File: config.mk
export PLATFORM = sky130hd
export DESIGN_NAME = thermistor_range_converter_core
export DESIGN_NICKNAME = d
export VERILOG_FILES = /design/src/hdl/trc_pkg.sv /design/src/hdl/trc_ctrl.sv /design/src/hdl/trc_datapath.sv /design/src/hdl/thermistor_range_converter_core.sv
export SDC_FILE = /design/constraint.sdc
export NUM_CORES = 1
export LEC_CHECK = 0
export ABC_AREA = 1
export BUFFER_PORTS_ARGS = -buffer_cell sky130_fd_sc_hd__buf_2
export CAP_MARGIN = 5
export CORE_UTILIZATION = 23
export CTS_CLUSTER_DIAMETER = 60
export DETAILED_ROUTE_END_ITERATION = 16
export HOLD_SLACK_MARGIN = 0.1
export SLEW_MARGIN = 40
export SYNTH_ARGS = -nofsm -noshare
export SYNTH_HDL_FRONTEND = slang
export SYNTH_SLANG_ARGS = --single-unit
export TNS_END_PERCENT = 100
File: constraint.sdc
create_clock -name aclk -period 18.2 [get_ports aclk]
set_input_delay 0.91 -clock aclk [delete_from_list [all_inputs] [get_ports aclk]]
set_output_delay 0.91 -clock aclk [all_outputs]
set_load 0.02 [all_outputs]
File: src/hdl/trc_pkg.sv
`default_nettype none

package trc_pkg;

    localparam int CHANNELS  = 16;
    localparam int CHAN_W    = $clog2(CHANNELS);
    localparam int ACTION_W  = 3;
    localparam int ADC_W     = 10;
    localparam int CAL_W     = 8;
    localparam int VALUE_W   = 16;
    localparam int CFG_IDX_W = 1;

    localparam int SEGMENTS  = 15;
    localparam int SEG_IDX_W = 4;
    localparam int SEG_W     = 7;
    localparam int SUM_W     = 11;
    localparam int T_W       = 13;
    localparam int DIV_STEPS = 7;
    localparam int DIV_CNT_W = 3;

    localparam logic [SEG_W-1:0] SEG_TABLE [SEGMENTS] = '{
        7'd56, 7'd41, 7'd61, 7'd83, 7'd102, 7'd113, 7'd112, 7'd101,
        7'd85, 7'd67, 7'd51, 7'd38, 7'd28, 7'd21, 7'd65
    };

    localparam logic [ACTION_W-1:0] ACT_RAW       = 3'd0;
    localparam logic [ACTION_W-1:0] ACT_THERM     = 3'd1;
    localparam logic [ACTION_W-1:0] ACT_PERCENT   = 3'd2;
    localparam logic [ACTION_W-1:0] ACT_ONOFF     = 3'd3;
    localparam logic [ACTION_W-1:0] ACT_ONOFF_INV = 3'd4;

    localparam logic [CFG_IDX_W-1:0] CFG_FAHRENHEIT = 1'd0;
    localparam logic [CFG_IDX_W-1:0] CFG_CAL_OFFSET = 1'd1;

    localparam logic [CAL_W-1:0] CAL_OFFSET_RESET = 8'd128;

    localparam logic signed [T_W-1:0] T_ABOVE_TABLE = 13'sd1400;
    localparam logic signed [T_W-1:0] T_BELOW_TABLE = -13'sd1000;
    localparam logic signed [T_W-1:0] T_SEG_BASE    = 13'sd400;
    localparam logic signed [T_W-1:0] T_F_OFFSET    = 13'sd320;

    // round(2^18 / 5), exact for the magnitudes seen here
    localparam logic [15:0] RECIP_5 = 16'd52429;

    typedef struct packed {
        logic load_item;
        logic walk_step;
        logic t_above;
        logic t_below;
        logic div_start;
        logic div_step;
        logic t_make;
        logic fahr_mul;
        logic fahr_scale;
        logic out_load;
    } trc_cmd_t;

    typedef struct packed {
        logic sum_gt;
        logic k_top;
        logic k_zero;
        logic div_last;
        logic fahr_en;
    } trc_stat_t;

endpackage

`default_nettype wire

File: src/hdl/trc_ctrl.sv
`default_nettype none

module trc_ctrl (
    input  logic                         aclk,
    input  logic                         aresetn,
    input  logic                         s_valid,
    output logic                         s_ready,
    input  logic [trc_pkg::ACTION_W-1:0] s_action,
    output logic                         m_valid,
    input  logic                         m_ready,
    input  trc_pkg::trc_stat_t           stat,
    output trc_pkg::trc_cmd_t            cmd
);
    import trc_pkg::*;

    typedef enum logic [6:0] {
        S_IDLE       = 7'b0000001,
        S_WALK       = 7'b0000010,
        S_DIV        = 7'b0000100,
        S_TEMP       = 7'b0001000,
        S_FAHR_MUL   = 7'b0010000,
        S_FAHR_SCALE = 7'b0100000,
        S_DONE       = 7'b1000000
    } state_t;

    state_t state_reg, state_next;
    logic   m_valid_reg, m_valid_next;
    logic   out_free;

    assign out_free = !m_valid_reg || m_ready;
    assign s_ready  = (state_reg == S_IDLE);
    assign m_valid  = m_valid_reg;

    always_comb begin
        state_next = state_reg;
        cmd        = '0;
        case (state_reg)
            S_IDLE: begin
                if (s_valid) begin
                    cmd.load_item = 1'b1;
                    state_next    = (s_action == ACT_THERM) ? S_WALK : S_DONE;
                end
            end
            S_WALK: begin
                if (stat.sum_gt) begin
                    if (stat.k_top) begin
                        // count below the last segment
                        cmd.t_above = 1'b1;
                        state_next  = stat.fahr_en ? S_FAHR_MUL : S_DONE;
                    end else begin
                        cmd.div_start = 1'b1;
                        state_next    = S_DIV;
                    end
                end else if (stat.k_zero) begin
                    cmd.t_below = 1'b1;
                    state_next  = stat.fahr_en ? S_FAHR_MUL : S_DONE;
                end else begin
                    cmd.walk_step = 1'b1;
                end
            end
            S_DIV: begin
                cmd.div_step = 1'b1;
                if (stat.div_last) begin
                    state_next = S_TEMP;
                end
            end
            S_TEMP: begin
                cmd.t_make = 1'b1;
                state_next = stat.fahr_en ? S_FAHR_MUL : S_DONE;
            end
            S_FAHR_MUL: begin
                cmd.fahr_mul = 1'b1;
                state_next   = S_FAHR_SCALE;
            end
            S_FAHR_SCALE: begin
                cmd.fahr_scale = 1'b1;
                state_next     = S_DONE;
            end
            S_DONE: begin
                if (out_free) begin
                    cmd.out_load = 1'b1;
                    state_next   = S_IDLE;
                end
            end
            default: begin
                state_next = S_IDLE;
            end
        endcase
    end

    always_comb begin
        if (cmd.out_load) begin
            m_valid_next = 1'b1;
        end else if (m_ready) begin
            m_valid_next = 1'b0;
        end else begin
            m_valid_next = m_valid_reg;
        end
    end

    always_ff @(posedge aclk) begin
        if (!aresetn) begin
            state_reg   <= S_IDLE;
            m_valid_reg <= 1'b0;
        end else begin
            state_reg   <= state_next;
            m_valid_reg <= m_valid_next;
        end
    end

endmodule

`default_nettype wire

File: src/hdl/trc_datapath.sv
`default_nettype none

module trc_datapath (
    input  logic                                aclk,
    input  logic                                aresetn,
    input  logic [trc_pkg::ACTION_W-1:0]        s_action,
    input  logic [trc_pkg::ADC_W-1:0]           s_adc_count,
    input  logic [trc_pkg::CHAN_W-1:0]          s_channel,
    input  logic [trc_pkg::CAL_W-1:0]           s_calibration,
    input  logic                                cfg_wr_en,
    input  logic [trc_pkg::CFG_IDX_W-1:0]       cfg_index,
    input  logic [trc_pkg::CAL_W-1:0]           cfg_wr_data,
    input  trc_pkg::trc_cmd_t                   cmd,
    output trc_pkg::trc_stat_t                  stat,
    output logic signed [trc_pkg::VALUE_W-1:0]  m_value
);
    import trc_pkg::*;

    // x / 1023 for x < 2^17: x/1024 estimate, remainder stays below 2*1023
    function automatic logic [6:0] div1023(input logic [16:0] x);
        logic [6:0]  q0;
        logic [10:0] r;
        q0 = x[16:10];
        r  = {1'b0, x[9:0]} + {4'b0, q0};
        return (r >= 11'd1023) ? (q0 + 7'd1) : q0;
    endfunction

    // item registers
    logic [ACTION_W-1:0]  action_reg;
    logic [ADC_W-1:0]     count_reg;
    logic [CHAN_W-1:0]    chan_reg;
    logic [CAL_W-1:0]     cal_reg;

    // configuration and held status
    logic                 fahr_reg;
    logic [CAL_W-1:0]     cal_off_reg;
    logic [CHANNELS-1:0]  status_reg, status_next;

    // table walk and divider
    logic [SUM_W-1:0]     sum_reg;
    logic [SEG_IDX_W-1:0] k_reg;
    logic [13:0]          rem_reg;
    logic [SEG_W-1:0]     dvs_reg;
    logic [6:0]           q_reg;
    logic [DIV_CNT_W-1:0] cnt_reg;

    // temperature path
    logic signed [T_W-1:0] t_reg;
    logic [13:0]           fx_reg;
    logic                  fneg_reg;
    logic signed [VALUE_W-1:0] m_value_reg;

    logic [SEG_IDX_W-1:0]  k_dec;
    logic [SUM_W-1:0]      diff;
    logic [13:0]           dividend;
    logic [13:0]           trial;
    logic                  trial_ok;
    logic [12:0]           k100;
    logic signed [T_W-1:0] t_seg;
    logic [T_W-2:0]        t_mag;
    logic [29:0]           fprod;
    logic [11:0]           fdeg;
    logic signed [T_W-1:0] t_fahr;
    logic [VALUE_W-1:0]    bias16;
    logic [16:0]           pct_prod;
    logic [16:0]           sw_prod;
    logic [6:0]            pct;
    logic [6:0]            sw;
    logic                  inv;
    logic                  st_new;
    logic                  is_onoff;
    logic [VALUE_W-1:0]    out_val;

    assign k_dec    = k_reg - 1'b1;
    assign diff     = sum_reg - {1'b0, count_reg};
    assign dividend = {7'b0, diff[SEG_W-1:0]} * 14'd100;
    assign trial    = {7'b0, dvs_reg} << cnt_reg;
    assign trial_ok = (rem_reg >= trial);

    // q + k*100 - 400 covers segments on both sides of zero
    assign k100  = {9'b0, k_reg} * 13'd100;
    assign t_seg = $signed({6'b0, q_reg}) + $signed(k100) - T_SEG_BASE;

    assign t_mag  = t_reg[T_W-1] ? 12'(-t_reg) : t_reg[T_W-2:0];
    assign fprod  = {16'b0, fx_reg} * {14'b0, RECIP_5};
    assign fdeg   = fprod[29:18];
    assign t_fahr = (fneg_reg ? -$signed({1'b0, fdeg}) : $signed({1'b0, fdeg})) + T_F_OFFSET;

    assign bias16   = {8'b0, cal_reg} - {8'b0, cal_off_reg};
    assign pct_prod = {7'b0, count_reg} * 17'd100;
    assign sw_prod  = {7'b0, count_reg} * 17'd50;
    assign pct      = div1023(pct_prod);
    assign sw       = div1023(sw_prod);

    assign inv      = (action_reg == ACT_ONOFF_INV);
    assign is_onoff = (action_reg == ACT_ONOFF) || (action_reg == ACT_ONOFF_INV);

    always_comb begin
        if (sw <= 7'd24) begin
            st_new = inv;
        end else if (sw >= 7'd26) begin
            st_new = !inv;
        end else begin
            // deadband keeps the held status
            st_new = status_reg[chan_reg];
        end
    end

    always_comb begin
        case (action_reg)
            ACT_RAW:       out_val = {6'b0, count_reg} + bias16;
            ACT_THERM:     out_val = {{(VALUE_W-T_W){t_reg[T_W-1]}}, t_reg} + bias16;
            ACT_PERCENT:   out_val = {9'b0, pct};
            ACT_ONOFF:     out_val = {15'b0, st_new};
            ACT_ONOFF_INV: out_val = {15'b0, st_new};
            default:       out_val = '0;
        endcase
    end

    always_comb begin
        status_next = status_reg;
        if (cmd.out_load && is_onoff) begin
            status_next[chan_reg] = st_new;
        end
    end

    assign stat.sum_gt   = (sum_reg > {1'b0, count_reg});
    assign stat.k_top    = (k_reg == SEG_IDX_W'(SEGMENTS - 1));
    assign stat.k_zero   = (k_reg == '0);
    assign stat.div_last = (cnt_reg == '0);
    assign stat.fahr_en  = fahr_reg;

    assign m_value = m_value_reg;

    always_ff @(posedge aclk) begin
        if (!aresetn) begin
            fahr_reg    <= 1'b0;
            cal_off_reg <= CAL_OFFSET_RESET;
            status_reg  <= '0;
        end else begin
            status_reg <= status_next;
            if (cfg_wr_en) begin
                case (cfg_index)
                    CFG_FAHRENHEIT: fahr_reg    <= cfg_wr_data[0];
                    CFG_CAL_OFFSET: cal_off_reg <= cfg_wr_data;
                    default:        fahr_reg    <= fahr_reg;
                endcase
            end
        end
    end

    always_ff @(posedge aclk) begin
        if (cmd.load_item) begin
            action_reg <= s_action;
            count_reg  <= s_adc_count;
            chan_reg   <= s_channel;
            cal_reg    <= s_calibration;
            sum_reg    <= SUM_W'(SEG_TABLE[SEGMENTS-1]);
            k_reg      <= SEG_IDX_W'(SEGMENTS - 1);
        end
        if (cmd.walk_step) begin
            k_reg   <= k_dec;
            sum_reg <= sum_reg + SUM_W'(SEG_TABLE[k_dec]);
        end
        if (cmd.div_start) begin
            rem_reg <= dividend;
            dvs_reg <= SEG_TABLE[k_reg];
            q_reg   <= '0;
            cnt_reg <= DIV_CNT_W'(DIV_STEPS - 1);
        end
        if (cmd.div_step) begin
            q_reg   <= {q_reg[5:0], trial_ok};
            cnt_reg <= cnt_reg - 1'b1;
            if (trial_ok) begin
                rem_reg <= rem_reg - trial;
            end
        end
        if (cmd.t_above) begin
            t_reg <= T_ABOVE_TABLE;
        end
        if (cmd.t_below) begin
            t_reg <= T_BELOW_TABLE;
        end
        if (cmd.t_make) begin
            t_reg <= t_seg;
        end
        if (cmd.fahr_mul) begin
            fx_reg   <= {2'b0, t_mag} * 14'd9;
            fneg_reg <= t_reg[T_W-1];
        end
        if (cmd.fahr_scale) begin
            t_reg <= t_fahr;
        end
        if (cmd.out_load) begin
            m_value_reg <= $signed(out_val);
        end
    end

endmodule

`default_nettype wire

File: src/hdl/thermistor_range_converter_core.sv
`default_nettype none

// channel   | handshake             | payload
// ----------+-----------------------+---------------------------------------------
// input     | s_valid / s_ready     | s_action, s_adc_count, s_channel, s_calibration
// result    | m_valid / m_ready     | m_value
// config    | cfg_wr_en (no wait)   | cfg_index, cfg_wr_data
//
// raw, percent, on/off and unused codes go straight from the load to the result.
// thermistor: a table walk over up to 15 segments (one segment a cycle through
// the running-sum adder), 7 divider steps plus one to form the result when the walk
// ends inside the table, and a multiply and a scale step with fahrenheit set.
// the result register lets the next transaction in while m_value waits on m_ready.
// synchronous reset clears held on/off status, m_valid and fahrenheit; offset to 128.
module thermistor_range_converter_core (
    input  logic                                aclk,
    input  logic                                aresetn,
    input  logic                                s_valid,
    output logic                                s_ready,
    input  logic [trc_pkg::ACTION_W-1:0]        s_action,
    input  logic [trc_pkg::ADC_W-1:0]           s_adc_count,
    input  logic [trc_pkg::CHAN_W-1:0]          s_channel,
    input  logic [trc_pkg::CAL_W-1:0]           s_calibration,
    output logic                                m_valid,
    input  logic                                m_ready,
    output logic signed [trc_pkg::VALUE_W-1:0]  m_value,
    input  logic                                cfg_wr_en,
    input  logic [trc_pkg::CFG_IDX_W-1:0]       cfg_index,
    input  logic [trc_pkg::CAL_W-1:0]           cfg_wr_data
);
    import trc_pkg::*;

    trc_cmd_t  cmd;
    trc_stat_t stat;

    trc_ctrl u_ctrl (
        .aclk     (aclk),
        .aresetn  (aresetn),
        .s_valid  (s_valid),
        .s_ready  (s_ready),
        .s_action (s_action),
        .m_valid  (m_valid),
        .m_ready  (m_ready),
        .stat     (stat),
        .cmd      (cmd)
    );

    trc_datapath u_datapath (
        .aclk          (aclk),
        .aresetn       (aresetn),
        .s_action      (s_action),
        .s_adc_count   (s_adc_count),
        .s_channel     (s_channel),
        .s_calibration (s_calibration),
        .cfg_wr_en     (cfg_wr_en),
        .cfg_index     (cfg_index),
        .cfg_wr_data   (cfg_wr_data),
        .cmd           (cmd),
        .stat          (stat),
        .m_value       (m_value)
    );

endmodule

`default_nettype wire

## After elaboration in Yosys (flattened, before gate mapping)

Memories as Yosys holds them, arrays and structs flattened. A register that Yosys moved wholly into a read port is not among the register bits.
Index checks and enable logic that the tools add are counted.

- Flip-flop bits (word level): 141
- Word-level logic and storage cells: 147
- Input bits: 39
- Memory bits (read-only): 224
- Output and inout bits: 18
- Memories: 2

Memory list:

| memory | words | bits a word | read ports | clocked after Yosys merged registers in | wr ports | line | RTL |
|---|---|---|---|---|---|---|---|
| (no name shown) | 16 | 7 | 1 | 1 | 0 | trc_datapath.sv:167 | `dvs_reg <= SEG_TABLE[k_reg];` |
| (no name shown) | 16 | 7 | 1 | 0 | 0 | trc_datapath.sv:163 | `sum_reg <= sum_reg + SUM_W'(SEG_TABLE[k_dec]);` |

- Multipliers: 6
- Eq/ne operators: 17
- Reductions and logical operators: 17
- Shifts and indexed selects: 1
- Magnitude comparators: 9
- Add/sub/neg operators: 17
- Muxes and demuxes: 57
- Bitwise logic cells: 3

Operators by type and width:

| operator | count |
|---|---|
| 7-bit 2-to-1 mux | 14 |
| 13-bit 2-to-1 mux | 5 |
| 16-bit case mux with 4 select lines | 1 |
| 7-bit case mux with 7 select lines | 1 |
| 14-bit 2-to-1 mux | 3 |
| 10-bit by 5-bit multiplier with 15-bit output, second input constant | 2 |
| 14-bit by 16-bit multiplier with 30-bit output, second input constant | 1 |
| 11-bit by 10-bit >= comparator with 1-bit output, second input constant | 2 |
| 1-bit 2-to-1 mux | 22 |
| 11-bit 2-to-1 mux | 2 |
| 10-bit by 16-bit adder with 16-bit output | 1 |
| 16-bit bitwise mux | 1 |
| 13-bit by 9-bit adder with 14-bit output | 1 |
| 14-bit >= comparator | 1 |
| 12-bit by 4-bit multiplier with 14-bit output, second input constant | 1 |
| 7-bit by 3-bit left shift with 14-bit output | 1 |
| 14-bit subtractor | 1 |
| 13-bit by 10-bit adder with 13-bit output, second input constant | 1 |
| 12-bit negation with 13-bit output | 1 |
| 13-bit by 10-bit subtractor with 13-bit output, second input constant | 1 |
| 7-bit by 11-bit adder with 12-bit output | 1 |
| 7-bit by 5-bit multiplier with 12-bit output, second input constant | 1 |
| 12-bit 2-to-1 mux | 1 |
| 4-bit 2-to-1 mux | 3 |
| other kinds (46) | 58 |

## Longest topological paths before layout

- Depth after elaboration: 8
- Depth in mapped cells: 40
- Depth with buffers taken out: 40

## By module

A second synthesis with hierarchy kept.

- Cell total of the unflattened synthesis: 2052
- Area, all modules: 16470.8 um^2

By module, submodules not included:

| module | area each (um^2) | instances | seq. area each (um^2) | cells an instance |
|---|---|---|---|---|
| trc_datapath | 15867.7 | 1 | 3753.6 | 1949 |
| trc_ctrl | 603.1 | 1 | 160.2 | 103 |

## Least setup slack after synthesis

OpenSTA, ideal clock, no wires.

- Kind: register to register
- From: register u_datapath.fx_reg[12]
- To: register u_datapath.t_reg[12], data pin
- Required time: 17.946 ns
- Setup slack: 11.809 ns
- Arrival: 6.137 ns
- Period minus slack after synthesis: 6.391 ns
- Path buffers: 0
- Cell stages (with the launch flop): 32
- Library setup time: 0.254 ns
- Path through: edfxtp_1 -> inv_1 -> ha_1 -> fa_1 -> fa_1 -> fa_1 -> inv_1 -> fa_1 -> inv_1 -> fa_1 -> inv_1 -> ha_1 -> a21oi_1 -> o21ai_0 -> a311o_1 -> xnor2_1 -> ha_1 -> inv_1 -> nor3_1 -> nand3_1 -> nand2_1 -> or2_2 -> nand2_1 -> inv_1 -> ha_1 -> inv_1 -> nand2_1 -> nand2_1 -> nor2_1 -> nand2_1 -> nand3_1 -> nand2_1

- Cells in the longest elaborated chain, start to end: 5

Ends and longest elaborated chain:

| what | line | RTL |
|---|---|---|
| from (decl) | trc_datapath.sv:49 | `logic [13:0] fx_reg;` |
| from (signal assigned) | trc_datapath.sv:188 | `fx_reg <= {2'b0, t_mag} * 14'd9;` |
| 14-bit by 16-bit multiplier with 30-bit output * | trc_datapath.sv:85 | `assign fprod = {16'b0, fx_reg} * {14'b0, RECIP_5};` |
| 12-bit negation with 13-bit output | trc_datapath.sv:87 | `assign t_fahr = (fneg_reg ? -$signed({1'b0, fdeg}) : $signed({1'b0, fdeg})) + T_F_OFFSET;` |
| 13-bit 2-to-1 mux * | trc_datapath.sv:87 |  |
| 13-bit by 10-bit adder with 13-bit output * | trc_datapath.sv:87 |  |
| 13-bit 2-to-1 mux * | trc_datapath.sv:191 | `if (cmd.fahr_scale) begin` |
| to (signal assigned) | trc_datapath.sv:185 | `t_reg <= t_seg;` |
| to (signal assigned) | trc_datapath.sv:192 | `t_reg <= t_fahr;` |
| to (decl) | trc_datapath.sv:48 | `logic signed [T_W-1:0] t_reg;` |

Mark *: on every way between the ends. The rest lies on a longest branch, timed or not.
A chain may end at the register's enable or synchronous reset.

## Worst setup path in the final report

- From: register u_datapath.fx_reg[8]
- To: register u_datapath.t_reg[12], data pin

Same word-level chain as after synthesis.

==> results.yml <==
run_status:
  outcome: "completed"
routing:
  drtPass1Iterations: 5
  drt_iter0_drc: 862
  drcViolationCount: 0
  wl_per_cell_um: 13.0
  vias_per_cell: 4.33
  drtAntennaViolNets: 0
  vias: 13400
  wl_mm: 40.1
clock_network:
  numCtsBuffers: 17
  cts_resized: 0
  clock_sinks: 148
  cts_root_buffer: "clkbuf_16"
  clk_latency_ns: 0.46
  clk_path_buf_depth: 2
  cts_setup_buffers: 0
  htree_levels: 4
  clkTransAtPathRegs_ns: 0.07
  cts_tree: "yes"
  cts.hold.buffers_added: 0
placement:
  dpl_cell_area_sq_um: 17900
  hpwl_mm: 33.4
  port_buffers: 56
  gp_congestion: 0.870
  place_ws_ns: 11.12
  dp.cells: 3061
cells_and_area:
  syn2layout_area_growth_pct: 12.2
  post-route-util_pct: 26.3
  instances_no_fill: 3093
  finalNetCount: 2533
  drive_above_1_share_pct: 7.15
  fin_area_sq_um: 18500
  n_antenna_cell: 0
power_and_ir_drop:
  power.density_nw_per_um2: 91.4
  p_leak_uw: 0.00900
  peakVddDrop_mv: 0.0632
synth:
  synth_commonest_cells: "inv_1, nand2_1, ha_1"
  syn_inst: 2081
  synth_edf_count: 101
  synth_top_cell_by_area: "ha_1"
  ys_ff_latch: 148
  yosys_warnings: 0
  syn_avg_cell_area_sq_um: 7.92
  synth_area_leaders: "ha_1, edfxtp_1, fa_1, inv_1, nand2_1"
  synthDistinctLibCells: 62
  synthSimpleGateAreaFrac_pct: 20.4
  synth.cell_area_sq_um: 16500
  synth.mux.area_fraction_pct: 0.0608
  synthAdderAreaFrac_pct: 30.1
  synth-async-reset-ratio_pct: 0
  ys.flop_type: "edfxtp_1"
  synth-compound-area-share_pct: 11.4
  synth_most_common_cell: "inv_1"
  yosysSeqAreaShare_pct: 24.1
  synth_top_area_share_pct: 21.5
  synth_top_family_by_area: "adder cells"
  synthXorXnorAreaFrac_pct: 4.71
  syn-num-nets: 2474
die:
  core_area_sq_um: 70400
  fp-row-count: 97
  die_y_um: 270
  die-area_sq_um: 72700
  die_w_um: 270
  floorplan.initialDensity_pct: 23.4
  ios: 57
grt:
  first_global_vias: 13000
  antenna_found_initial: 0
  grt_use_total_pct: 11.1
  overflow: 0
  grt_max_degree: 26
  grt_pass1_wl_mm: 65.7
timing:
  finalMaxSlewViolations: 0
  min_period_ns: 7.09
  fin_setup_tns_ns: 0
  finalSetupViolations: 0
  max_freq_mhz: 141
  slew_headroom_pct: 49.1
  worst_slack_ns: 11.11
  worst_pin_slew_ns: 0.762
  clock_skew_ns: 0.0163
  finalCritPeriodShare_pct: 39.0
  rsz0062_at_grt: "false"
  hold_viol_final: 0
worst_setup_path:
  slowest_stage: "fa_1"
  worstPathRequired_ns: 18.41
  slowest_delay_ns: 0.58
  arrival_ns: 7.30
  startpoint_type: "flop"
  cp_common_cell: "inv_1"
  critPathKind: "reg2reg"
  endpoint_kind: "flop"
  crit_fanout: 5
min_path:
  hold_class: "reg2reg"
run:
  drv_cap: 0
routing by layer:
layer  track usage (%)  share of wire [%]  wire, um  up-vias
met1              15.5                 50     20100     6172
met5                 0                  0         0        -
met2              17.7                 44     17800      190
met4              2.32                1.6       657        0
li1                  -                  -         -     6993
met3              2.22                3.9      1570       44
per-stage QoR:
step	total power [uW]	hold WS (ns)
after floorplan	1150	0.427
after global placement	1320	0.438
after detailed placement	1330	0.439
after CTS	1700	0.459
after global routing	1850	0.473
final	1690	0.460
path summary, 6_finish.rpt:
check | startpoint | endpoint | slack [ns] | cells after the start
worst max-delay path | u_datapath.fx_reg[8]$_DFFE_PP_ | u_datapath.t_reg[12]$_DFFE_PP_ | 11.11 | 31
worst min-delay path | u_datapath.fahr_reg$_SDFFE_PN0P_ | u_ctrl.state_reg[4]$_SDFFE_PN0P_ | 0.46 | 2
worst max register to register | u_datapath.fx_reg[8]$_DFFE_PP_ | u_datapath.t_reg[12]$_DFFE_PP_ | 11.11 | 31
worst min register to register | u_datapath.fahr_reg$_SDFFE_PN0P_ | u_ctrl.state_reg[4]$_SDFFE_PN0P_ | 0.46 | 2
area by class of cell:
cell class / count / area [sq um]
Clock buffer: 17 / 425
Clock inverter: 15 / 164
Sequential cell: 148 / 3970
Multi-Input combinational cell: 1535 / 11000
Timing Repair Buffer: 63 / 333
Inverter: 375 / 1410
Fill cell: 7761 / 51900
Tap cell: 940 / 1180
power by group:
part	switching, uW	internal [uW]	total, uW
combinational	584	334	918
clock	167	195	362
sequential	22.7	386	409
total	774	916	1690
cells by family after synthesis:
| kind of cell | count (synthesis) |
|---|---|
| flops | 148 |
| compound gates | 330 |
| xor+xnor | 86 |
| buf+inv | 398 |
| mux | 1 |
| simple gates | 764 |
| fa+ha+maj | 354 |
placed cells by master (no fill, tap or decap), types with 19 or more instances in the layout:
cell,count
inv_1,373
nand2_1,364
ha_1,283
nor2_1,198
a21oi_1,130
o21ai_0,108
edfxtp_1,101
nand3_1,94
fa_1,71
xor2_1,59
buf_2,56
dfxtp_1,47
xnor2_1,24
nand4_1,19
critical path, delay by kind of cell, from the launching register on:
family | cells | cell delay [ns]
adder cells (fa/ha/maj) | 9 | 3.67
AND/OR/NAND/NOR | 11 | 1.29
AO/OA/AOI/OAI | 3 | 0.64
flip-flops | 1 | 0.49
XOR/XNOR | 1 | 0.40
buffers and inverters | 7 | 0.36
Note: power is estimated with default switching activity, not from simulation.
